### src/sha256mh_pkg.sv
// Shared types, constants and helper functions for the SHA-256 message hasher.
// Used by the controller, the datapath, the top level and the checker.
// No dependencies.
package sha256mh_pkg;

  localparam int unsigned BLOCK_WORDS = 16;
  localparam int unsigned HASH_WORDS = 8;
  localparam int unsigned ROUNDS = 64;

  localparam logic [5:0] ROUND_LAST = 6'(ROUNDS - 1);
  localparam logic [2:0] DIGEST_LAST = 3'(HASH_WORDS - 1);
  localparam logic [2:0] FULL_WORD_BYTES = 3'd4;
  localparam logic [31:0] PAD_MARKER = 32'h8000_0000;

  typedef struct packed {
    logic [31:0] message_word;
    logic [2:0]  valid_bytes;
    logic        end_of_message;
  } msg_t;

  typedef struct packed {
    logic [31:0] digest_word;
    logic [2:0]  digest_index;
    logic        digest_done;
  } digest_t;

  typedef enum logic [2:0] {
    ST_IDLE,
    ST_PAD,
    ST_ROUND,
    ST_UPDATE,
    ST_OUT
  } state_t;

  typedef enum logic [1:0] {
    PAD_ZERO,
    PAD_MARK,
    PAD_LEN_HI,
    PAD_LEN_LO
  } pad_sel_t;

  typedef struct packed {
    logic       push_msg;
    logic       push_pad;
    pad_sel_t   pad_sel;
    logic       round_en;
    logic [5:0] round_idx;
    logic       update_hash;
    logic       clear_hash;
    logic [2:0] out_index;
  } ctrl_cmd_t;

  typedef struct packed {
    logic pos_14;
    logic pos_15;
  } dp_status_t;

  localparam logic [31:0] IV_TABLE [HASH_WORDS] = '{
    32'h6a09e667, 32'hbb67ae85, 32'h3c6ef372, 32'ha54ff53a,
    32'h510e527f, 32'h9b05688c, 32'h1f83d9ab, 32'h5be0cd19
  };

  localparam logic [31:0] K_TABLE [ROUNDS] = '{
    32'h428a2f98, 32'h71374491, 32'hb5c0fbcf, 32'he9b5dba5,
    32'h3956c25b, 32'h59f111f1, 32'h923f82a4, 32'hab1c5ed5,
    32'hd807aa98, 32'h12835b01, 32'h243185be, 32'h550c7dc3,
    32'h72be5d74, 32'h80deb1fe, 32'h9bdc06a7, 32'hc19bf174,
    32'he49b69c1, 32'hefbe4786, 32'h0fc19dc6, 32'h240ca1cc,
    32'h2de92c6f, 32'h4a7484aa, 32'h5cb0a9dc, 32'h76f988da,
    32'h983e5152, 32'ha831c66d, 32'hb00327c8, 32'hbf597fc7,
    32'hc6e00bf3, 32'hd5a79147, 32'h06ca6351, 32'h14292967,
    32'h27b70a85, 32'h2e1b2138, 32'h4d2c6dfc, 32'h53380d13,
    32'h650a7354, 32'h766a0abb, 32'h81c2c92e, 32'h92722c85,
    32'ha2bfe8a1, 32'ha81a664b, 32'hc24b8b70, 32'hc76c51a3,
    32'hd192e819, 32'hd6990624, 32'hf40e3585, 32'h106aa070,
    32'h19a4c116, 32'h1e376c08, 32'h2748774c, 32'h34b0bcb5,
    32'h391c0cb3, 32'h4ed8aa4a, 32'h5b9cca4f, 32'h682e6ff3,
    32'h748f82ee, 32'h78a5636f, 32'h84c87814, 32'h8cc70208,
    32'h90befffa, 32'ha4506ceb, 32'hbef9a3f7, 32'hc67178f2
  };

  function automatic logic [31:0] big_sigma0(input logic [31:0] x);
    return {x[1:0], x[31:2]} ^ {x[12:0], x[31:13]} ^ {x[21:0], x[31:22]};
  endfunction

  function automatic logic [31:0] big_sigma1(input logic [31:0] x);
    return {x[5:0], x[31:6]} ^ {x[10:0], x[31:11]} ^ {x[24:0], x[31:25]};
  endfunction

  function automatic logic [31:0] small_sigma0(input logic [31:0] x);
    return {x[6:0], x[31:7]} ^ {x[17:0], x[31:18]} ^ {3'b000, x[31:3]};
  endfunction

  function automatic logic [31:0] small_sigma1(input logic [31:0] x);
    return {x[16:0], x[31:17]} ^ {x[18:0], x[31:19]} ^ {10'b0, x[31:10]};
  endfunction

endpackage

### src/sha256mh_ctrl.sv
// Controller state machine for the SHA-256 message hasher.
// Sequences word loading, padding, compression rounds and digest output.
// Depends on sha256mh_pkg.
module sha256mh_ctrl (
  input  logic                    clk,
  input  logic                    rst,
  input  logic                    msg_valid,
  input  sha256mh_pkg::msg_t      msg,
  output logic                    msg_ready,
  output logic                    digest_valid,
  input  logic                    digest_ready,
  input  sha256mh_pkg::dp_status_t status,
  output sha256mh_pkg::ctrl_cmd_t cmd
);

  sha256mh_pkg::state_t state;
  sha256mh_pkg::state_t state_next;
  logic [5:0] round_count;
  logic [2:0] out_index;
  logic       finishing;
  logic       marker_pending;
  logic       hi_done;
  logic       len_done;
  logic       full_last;

  assign full_last = msg.end_of_message && (msg.valid_bytes >= sha256mh_pkg::FULL_WORD_BYTES);

  always_comb begin
    state_next = state;
    unique case (state)
      sha256mh_pkg::ST_IDLE: begin
        if (msg_valid) begin
          if (status.pos_15) begin
            state_next = sha256mh_pkg::ST_ROUND;
          end else if (msg.end_of_message) begin
            state_next = sha256mh_pkg::ST_PAD;
          end
        end
      end
      sha256mh_pkg::ST_PAD: begin
        if (status.pos_15) begin
          state_next = sha256mh_pkg::ST_ROUND;
        end
      end
      sha256mh_pkg::ST_ROUND: begin
        if (round_count == sha256mh_pkg::ROUND_LAST) begin
          state_next = sha256mh_pkg::ST_UPDATE;
        end
      end
      sha256mh_pkg::ST_UPDATE: begin
        priority if (!finishing) begin
          state_next = sha256mh_pkg::ST_IDLE;
        end else if (len_done) begin
          state_next = sha256mh_pkg::ST_OUT;
        end else begin
          state_next = sha256mh_pkg::ST_PAD;
        end
      end
      sha256mh_pkg::ST_OUT: begin
        if (digest_ready && (out_index == sha256mh_pkg::DIGEST_LAST)) begin
          state_next = sha256mh_pkg::ST_IDLE;
        end
      end
      default: state_next = sha256mh_pkg::ST_IDLE;
    endcase
  end

  always_comb begin
    msg_ready = 1'b0;
    digest_valid = 1'b0;
    cmd = '0;
    cmd.pad_sel = sha256mh_pkg::PAD_ZERO;
    cmd.round_idx = round_count;
    cmd.out_index = out_index;
    unique case (state)
      sha256mh_pkg::ST_IDLE: begin
        msg_ready = 1'b1;
        cmd.push_msg = msg_valid;
      end
      sha256mh_pkg::ST_PAD: begin
        cmd.push_pad = 1'b1;
        priority if (marker_pending) begin
          cmd.pad_sel = sha256mh_pkg::PAD_MARK;
        end else if (status.pos_14) begin
          cmd.pad_sel = sha256mh_pkg::PAD_LEN_HI;
        end else if (status.pos_15 && hi_done) begin
          cmd.pad_sel = sha256mh_pkg::PAD_LEN_LO;
        end else begin
          cmd.pad_sel = sha256mh_pkg::PAD_ZERO;
        end
      end
      sha256mh_pkg::ST_ROUND: begin
        cmd.round_en = 1'b1;
      end
      sha256mh_pkg::ST_UPDATE: begin
        cmd.update_hash = 1'b1;
      end
      sha256mh_pkg::ST_OUT: begin
        digest_valid = 1'b1;
        cmd.clear_hash = digest_ready && (out_index == sha256mh_pkg::DIGEST_LAST);
      end
      default: begin
        msg_ready = 1'b0;
      end
    endcase
  end

  always_ff @(posedge clk) begin
    if (rst) begin
      state <= sha256mh_pkg::ST_IDLE;
      round_count <= '0;
      out_index <= '0;
      finishing <= 1'b0;
      marker_pending <= 1'b0;
      hi_done <= 1'b0;
      len_done <= 1'b0;
    end else begin
      state <= state_next;
      if (cmd.round_en) begin
        round_count <= round_count + 6'd1;
      end
      if (digest_valid && digest_ready) begin
        out_index <= out_index + 3'd1;
      end
      if (cmd.push_msg) begin
        finishing <= msg.end_of_message;
        marker_pending <= full_last;
        hi_done <= 1'b0;
        len_done <= 1'b0;
      end
      if (cmd.push_pad) begin
        unique case (cmd.pad_sel)
          sha256mh_pkg::PAD_MARK:   marker_pending <= 1'b0;
          sha256mh_pkg::PAD_LEN_HI: hi_done <= 1'b1;
          sha256mh_pkg::PAD_LEN_LO: len_done <= 1'b1;
          sha256mh_pkg::PAD_ZERO:   hi_done <= hi_done;
          default:                  hi_done <= hi_done;
        endcase
      end
      if (cmd.clear_hash) begin
        finishing <= 1'b0;
      end
    end
  end

endmodule

### src/sha256mh_datapath.sv
// Datapath for the SHA-256 message hasher: block buffer and schedule window,
// working variables, chaining value, word position and bit count.
// Depends on sha256mh_pkg.
module sha256mh_datapath (
  input  logic                     clk,
  input  logic                     rst,
  input  sha256mh_pkg::msg_t       msg,
  input  sha256mh_pkg::ctrl_cmd_t  cmd,
  output sha256mh_pkg::dp_status_t status,
  output logic [31:0]              hash_word
);

  logic [31:0] sched [sha256mh_pkg::BLOCK_WORDS];
  logic [31:0] vars [sha256mh_pkg::HASH_WORDS];
  logic [31:0] hash [sha256mh_pkg::HASH_WORDS];
  logic [3:0]  pos;
  logic [63:0] bit_count;

  logic [2:0]  nb_eff;
  logic [31:0] keep_mask;
  logic [31:0] marker;
  logic [31:0] msg_word;
  logic [31:0] pad_word;
  logic [31:0] push_word;
  logic        push;
  logic [31:0] t1;
  logic [31:0] t2;
  logic [31:0] sched_new;

  always_comb begin
    if (!msg.end_of_message || (msg.valid_bytes >= sha256mh_pkg::FULL_WORD_BYTES)) begin
      nb_eff = sha256mh_pkg::FULL_WORD_BYTES;
    end else begin
      nb_eff = msg.valid_bytes;
    end
    keep_mask = ~(32'hffff_ffff >> {nb_eff[1:0], 3'b000});
    marker = sha256mh_pkg::PAD_MARKER >> {nb_eff[1:0], 3'b000};
    if (nb_eff == sha256mh_pkg::FULL_WORD_BYTES) begin
      msg_word = msg.message_word;
    end else begin
      msg_word = (msg.message_word & keep_mask) | marker;
    end
  end

  always_comb begin
    unique case (cmd.pad_sel)
      sha256mh_pkg::PAD_ZERO:   pad_word = '0;
      sha256mh_pkg::PAD_MARK:   pad_word = sha256mh_pkg::PAD_MARKER;
      sha256mh_pkg::PAD_LEN_HI: pad_word = bit_count[63:32];
      sha256mh_pkg::PAD_LEN_LO: pad_word = bit_count[31:0];
      default:                  pad_word = '0;
    endcase
  end

  assign push = cmd.push_msg || cmd.push_pad;
  assign push_word = cmd.push_msg ? msg_word : pad_word;

  assign status.pos_14 = (pos == 4'd14);
  assign status.pos_15 = (pos == 4'd15);
  assign hash_word = hash[cmd.out_index];

  always_comb begin
    t1 = vars[7] + sha256mh_pkg::big_sigma1(vars[4])
       + ((vars[4] & vars[5]) ^ (~vars[4] & vars[6]))
       + sha256mh_pkg::K_TABLE[cmd.round_idx] + sched[0];
    t2 = sha256mh_pkg::big_sigma0(vars[0])
       + ((vars[0] & vars[1]) ^ (vars[0] & vars[2]) ^ (vars[1] & vars[2]));
    sched_new = sha256mh_pkg::small_sigma1(sched[14]) + sched[9]
              + sha256mh_pkg::small_sigma0(sched[1]) + sched[0];
  end

  always_ff @(posedge clk) begin
    if (push) begin
      sched[pos] <= push_word;
    end else if (cmd.round_en) begin
      for (int i = 0; i < sha256mh_pkg::BLOCK_WORDS - 1; i++) begin
        sched[i] <= sched[i + 1];
      end
      sched[sha256mh_pkg::BLOCK_WORDS - 1] <= sched_new;
    end
  end

  always_ff @(posedge clk) begin
    if (push && (pos == 4'd15)) begin
      for (int i = 0; i < sha256mh_pkg::HASH_WORDS; i++) begin
        vars[i] <= hash[i];
      end
    end else if (cmd.round_en) begin
      vars[7] <= vars[6];
      vars[6] <= vars[5];
      vars[5] <= vars[4];
      vars[4] <= vars[3] + t1;
      vars[3] <= vars[2];
      vars[2] <= vars[1];
      vars[1] <= vars[0];
      vars[0] <= t1 + t2;
    end
  end

  always_ff @(posedge clk) begin
    if (rst || cmd.clear_hash) begin
      for (int i = 0; i < sha256mh_pkg::HASH_WORDS; i++) begin
        hash[i] <= sha256mh_pkg::IV_TABLE[i];
      end
      pos <= '0;
      bit_count <= '0;
    end else begin
      if (cmd.update_hash) begin
        for (int i = 0; i < sha256mh_pkg::HASH_WORDS; i++) begin
          hash[i] <= hash[i] + vars[i];
        end
      end
      if (push) begin
        pos <= pos + 4'd1;
      end
      if (cmd.push_msg) begin
        bit_count <= bit_count + {58'b0, nb_eff, 3'b000};
      end
    end
  end

endmodule

### src/sha256_message_hasher_top.sv
// Top level of the SHA-256 message hasher: controller plus datapath.
// Depends on sha256mh_pkg, sha256mh_ctrl and sha256mh_datapath.
// Message words are accepted only while idle; after the last word of a block the
// shared round unit runs the compression rounds and the hash update, and no word is taken.
// After the last word of a message: padding, one or two compressions,
// then eight digest transfers, one per cycle while digest_ready is high.
// Synchronous active-high reset returns to idle with the initial hash and a zero count.
module sha256_message_hasher_top (
  input  logic                  clk,
  input  logic                  rst,
  input  logic                  msg_valid,
  output logic                  msg_ready,
  input  sha256mh_pkg::msg_t    msg,
  output logic                  digest_valid,
  input  logic                  digest_ready,
  output sha256mh_pkg::digest_t digest
);

  sha256mh_pkg::ctrl_cmd_t  cmd;
  sha256mh_pkg::dp_status_t status;
  logic [31:0]              hash_word;

  sha256mh_ctrl u_ctrl (
    .clk          (clk),
    .rst          (rst),
    .msg_valid    (msg_valid),
    .msg          (msg),
    .msg_ready    (msg_ready),
    .digest_valid (digest_valid),
    .digest_ready (digest_ready),
    .status       (status),
    .cmd          (cmd)
  );

  sha256mh_datapath u_datapath (
    .clk       (clk),
    .rst       (rst),
    .msg       (msg),
    .cmd       (cmd),
    .status    (status),
    .hash_word (hash_word)
  );

  assign digest.digest_word = hash_word;
  assign digest.digest_index = cmd.out_index;
  assign digest.digest_done = (cmd.out_index == sha256mh_pkg::DIGEST_LAST);

endmodule

### config.mk
export PLATFORM = sky130hd
export DESIGN_NAME = sha256_message_hasher_top
export DESIGN_NICKNAME = d
export VERILOG_FILES = /design/src/sha256mh_pkg.sv /design/src/sha256mh_ctrl.sv /design/src/sha256mh_datapath.sv /design/src/sha256_message_hasher_top.sv
export SDC_FILE = /design/constraint.sdc
export NUM_CORES = 2
export LEC_CHECK = 0
export ABC_AREA = 1
export CORE_AREA = 2 2 561 563
export DETAILED_ROUTE_END_ITERATION = 8
export DIE_AREA = 0 0 563 565
export DONT_BUFFER_PORTS = 1
export GPL_ROUTABILITY_DRIVEN = 1
export SYNTH_ARGS = -nofsm -noshare
export SYNTH_HDL_FRONTEND = slang
export SYNTH_SLANG_ARGS = --single-unit
### constraint.sdc
create_clock -name clk -period 23.1 [get_ports clk]
set_input_delay 3.465 -clock clk [delete_from_list [all_inputs] [get_ports clk]]
set_output_delay 3.465 -clock clk [all_outputs]
set_load 0.01 [all_outputs]
## Word-level counts from Yosys, hierarchy flattened

Memory sizes are Yosys's and may differ from the RTL's. A register that Yosys moved wholly into a read port is not among the register bits.
Index checks and enable logic that the tools add are counted.

- $add $sub $neg: 22
- Multiply operators: 0
- Div/mod/pow operators: 0
- $lt $le $gt $ge: 2
- Eq/ne operators: 18
- Shift operators: 2
- Mux-type cells: 69
- Bitwise logic cells: 37
- Reductions and logical operators: 14

Operators with widths:

| cell | number |
|---|---|
| $mux 32 | 21 |
| $add 32x32->32 | 18 |
| $xor 32x32->32 | 9 |
| $and 32x32->32 | 6 |
| $pmux 32 s4 | 1 |
| $add 64x6->64 | 1 |
| $not 32->32 | 2 |
| $shr 32x5->32 const A | 2 |
| $mux 3 | 12 |
| $or 32x32->32 | 1 |
| $reduce_or 32->1 | 1 |
| $xor 32x22->32 | 1 |
| $xor 32x29->32 | 1 |
| $mux 1 | 29 |
| $or 1x1->1 | 16 |
| $pmux 3 s5 | 1 |
| $eq 3x3->1 const B | 3 |
| $eq 4x4->1 const B | 2 |
| $ge 7x7->1 const B | 1 |
| $not 6->7 | 1 |
| $add 6x1->6 const B | 1 |
| $eq 3x2->1 const B | 2 |
| $eq 6x6->1 const B | 1 |
| $mux 2 | 3 |
| 18 further kinds | 28 |

- Register bits: 84
- Latch bits: 0
- Memory bits (writable): 1024
- ROM bits: 2048
- Input port bits: 40
- Output and inout bits: 38
- Logic and storage cells: 177
- Memories: 4

Memory list:

| name | depth | width | read ports | clocked after memory_dff | write ports | line | source |
|---|---|---|---|---|---|---|---|
| (no name shown) | 64 | 32 | 1 | 0 | 0 | sha256mh_datapath.sv:65 | `+ sha256mh_pkg::K_TABLE[cmd.round_idx] + sched[0];` |
| u_datapath.sched | 16 | 32 | 16 | 0 | 16 | sha256mh_datapath.sv:13 | `logic [31:0] sched [sha256mh_pkg::BLOCK_WORDS];` |
| u_datapath.hash | 8 | 32 | 9 | 1 | 8 | sha256mh_datapath.sv:15 | `logic [31:0] hash [sha256mh_pkg::HASH_WORDS];` |
| u_datapath.vars | 8 | 32 | 8 | 0 | 8 | sha256mh_datapath.sv:14 | `logic [31:0] vars [sha256mh_pkg::HASH_WORDS];` |

## Depth between registers and ports, before layout

- Depth after elaboration: 11
- Depth in mapped cells: 49

## By module

Synthesis repeated with hierarchy kept, for this count alone.

- Cell total of the unflattened synthesis: 9619
- Area, all modules: 78029.8 µm²

Modules (own cells, without submodules):

| module | instances | cells an instance | area an instance (µm²) |
|---|---|---|---|
| sha256mh_datapath | 1 | 9492 | 77156.5 |
| sha256mh_ctrl | 1 | 124 | 859.6 |
| sha256_message_hasher_top | 1 | 3 | 13.8 |

## Least setup slack after synthesis

No wires, ideal clock.

- Kind: input-to-reg
- Start point: input msg_valid
- End point: memory u_datapath.vars[0][0], enable pin
- Library setup time: 0.607 ns
- Arrival: 9.254 ns
- Required time: 22.493 ns
- Setup slack: 13.239 ns
- Stages: 8
- Path buffers: 2
- Cell sequence: inv_1 > nor2_8 > buf_2 > nor2_1 > clkbuf_1 > inv_1 > a21oi_1 > inv_1

RTL lines:

| what | line | source |
|---|---|---|
| from (decl) | sha256_message_hasher_top.sv:11 | `input logic msg_valid,` |
| to (decl) | sha256mh_datapath.sv:14 |  |

==> out/qor.yml <==
yosys:
  synth_ff_type: "edfxtp_1"
  ys.warnings.count: 0
  synthTopCellsByArea: "edfxtp_1, nand2_1, ha_1"
  yosysTopAreaCellShare: 0.395
  yosysSeqAreaShare: 0.417
  synth_seq_cells: 1108
  syn_area_mm2: 0.0778
  synth_edf_count: 1024
  synth_area_per_cell_um2: 8.21
  synthesis.nets: 10106
  synthArstFlopShare: 0
  yosys.area.top_type: "edfxtp_1"
  synth_most_common_cell: "nand2_1"
  postSynthCellCount: 9471
  synth_cell_types: 67
  ys_top_cells_by_count: "nand2_1, inv_1, edfxtp_1, o21ai_0, nor2_1"
timing:
  final-hold-violation-count: 0
  period_needed_ns: 9.46
  fin_tns_setup_ns: 0
  finalClockSkew_ns: 0.0924
  slew_headroom: -0.0663
  holdWs_ns: 0.474
  report.final.slew_viol_count: 3
  tightest_slew_ns: 1.58
  timing.final.ws_setup_ns: 13.64
  finalCritPeriodShare: 0.409
  fmaxAchievable_mhz: 106
  finalSetupViolCount: 0
  rsz0062_at_grt: "false"
power:
  power_density_mw_per_mm2: 69.2
  peakVddDrop_uv: 53.1
  cellLeakagePower_nw: 35.9
min_path:
  hold_class: "reg2reg"
die:
  start_util: 0.250
  dieArea_mm2: 0.318
  die_w_um: 563
  placementRows: 205
  ios: 78
  coreArea_mm2: 0.311
  die_y_um: 565
finish:
  syn2layout_area_growth_pct: 11.6
  fin_nets: 10001
  finish.utilization: 0.279
  drive_gt1_frac: 0.0470
setup_path:
  critical_path_class: "reg2reg"
  critPathMaxStageDelay_ns: 0.79
  crit_top_cell: "nand2_1"
  critPathArrivalTime_ns: 10.12
  endpoint_kind: "register"
  crit_path_top_delay_cell: "dfxtp_1"
  crit_family: "adder cells"
  required_ns: 23.76
  worstSetupStartpointType: "register"
  cp_num_buf_inv: 5
  path_max_fanout: 16
global_routing:
  grt_first_pass_wirelength_mm: 462
  antenna_found_initial: 21
  grt_start_max_net_pins: 191
  grt_pass1_vias: 64464
  gr-total-overflow: 0
  grt_usage: 0.198
clocking:
  cts_tree: "done"
  hold_buffers: 0
  clock_sinks: 1108
  cts_resized: 0
  clockBufferDepth: 4
  post_cts_buffers: 0
  cts.clk_slew.worst_paths_ns: 0.06
  htreeDepth: 4
  cts_made_buffers: 140
  cts_root_buf: "clkbuf_16"
  clkLatencyLatePin_ns: 0.87
placement:
  io_buffers: 0
  pre_cts_ws_ns: 13.92
  finalWeightedCongestion: 1.01
  dp.final_hpwl_mm: 251
routing:
  viasPerCell: 5.10
  wl_per_cell_um: 23.8
  num_vias: 69400
  ant_nets: 0
  drt_iter0_drc: 8837
  dr.pass1.iters: 7
  drt_drc_violations_left: 0
  wl_mm: 324
run_status:
  violations: "capacitance limit, slew limit"
  status: "finished with violations"
flow_run:
  cap_violations: 1
==> worst paths after layout <==
path	startpoint	to	slack (ns)	cells past startpoint
min	u_datapath.bit_count[20]	u_datapath.bit_count[20]	0.47	1
max reg2reg	u_ctrl.round_count[1]	u_datapath.vars[0][27]	13.64	36
min reg2reg	u_datapath.bit_count[20]	u_datapath.bit_count[20]	0.47	1
max	u_ctrl.round_count[1]	u_datapath.vars[0][27]	13.64	36
==> power breakdown <==
| group | internal, W | switching, W |
|---|---|---|
| Sequential | 0.00224 | 0.0000585 |
| Clock | 0.00123 | 0.000915 |
| Combinational | 0.000488 | 0.00107 |
| Total | 0.00396 | 0.00205 |
==> cell families (layout without fill, tap and decap cells) <==
group | Yosys count | after routing | share of synthesized area
compound gates | 1988 | 1988 | 0.147
xor+xnor | 356 | 356 | 0.0401
fa+ha+maj | 598 | 598 | 0.115
buf+inv | 1429 | 1420 | 0.0709
flops | 1108 | 1108 | 0.417
other cells | 0 | 2 | 0
simple gates | 3992 | 3992 | 0.210
==> registers in the layout, summed over array words and instances, names as in the netlist, named ones only <==
name,cells
u_ctrl.hi_done,1
u_datapath.hash,256
u_ctrl.finishing,1
u_datapath.vars,256
u_ctrl.len_done,1
u_datapath.bit_count,61
u_ctrl.state,3
u_datapath.pos,4
u_ctrl.marker_pending,1
u_ctrl.round_count,6
u_datapath.sched,512
u_ctrl.out_index,3
==> cell type report <==
cell class	instances	area [um^2]
Multi-Input combinational cell	6934	40100
Inverter	1097	4140
Antenna cell	2	5.00
Fill cell	33695	225000
Sequential cell	1108	32400
Tap cell	4140	5180
Clock buffer	162	3630
Clock inverter	76	647
Timing Repair Buffer	85	663
==> placed cells by master (no fill, tap or decap), types with 25 or more instances in the layout <==
cell type,instances
a21boi_0,25
a21o_1,60
a21oi_1,702
a221oi_1,35
a31oi_1,72
buf_4,83
clkbuf_16,142
clkinv_1,30
dfxtp_1,82
edfxtp_1,1024
fa_1,196
ha_1,399
inv_1,1084
nand2_1,2534
nand3_1,362
nand4_1,81
nor2_1,723
nor3_1,120
nor4_1,35
o211ai_1,29
o21a_1,50
o21ai_0,792
o21bai_1,53
o22ai_1,44
or2_2,70
xnor2_1,159
xor2_1,197
==> per-stage QoR <==
step | cells | cell area [um^2] | power [W]
2_1_floorplan | 9471 | 77800 | 0.00334
3_3_place_gp | 13364 | 82500 | 0.00387
3_5_place_dp | 13364 | 82500 | 0.00386
4_1_cts | 13602 | 86800 | 0.00600
5_1_grt | 13603 | 86800 | 0.00626
6_report | 13604 | 86800 | 0.00601
==> metal layers <==
layer,track usage,routed length (um),vias up
met5,0,65,-
met4,0.0834,15800,10
met3,0.0335,31500,644
met2,0.298,137000,3582
met1,0.277,139000,33479
li1,-,-,31685
No activity file was read; power rests on OpenSTA's default activity.
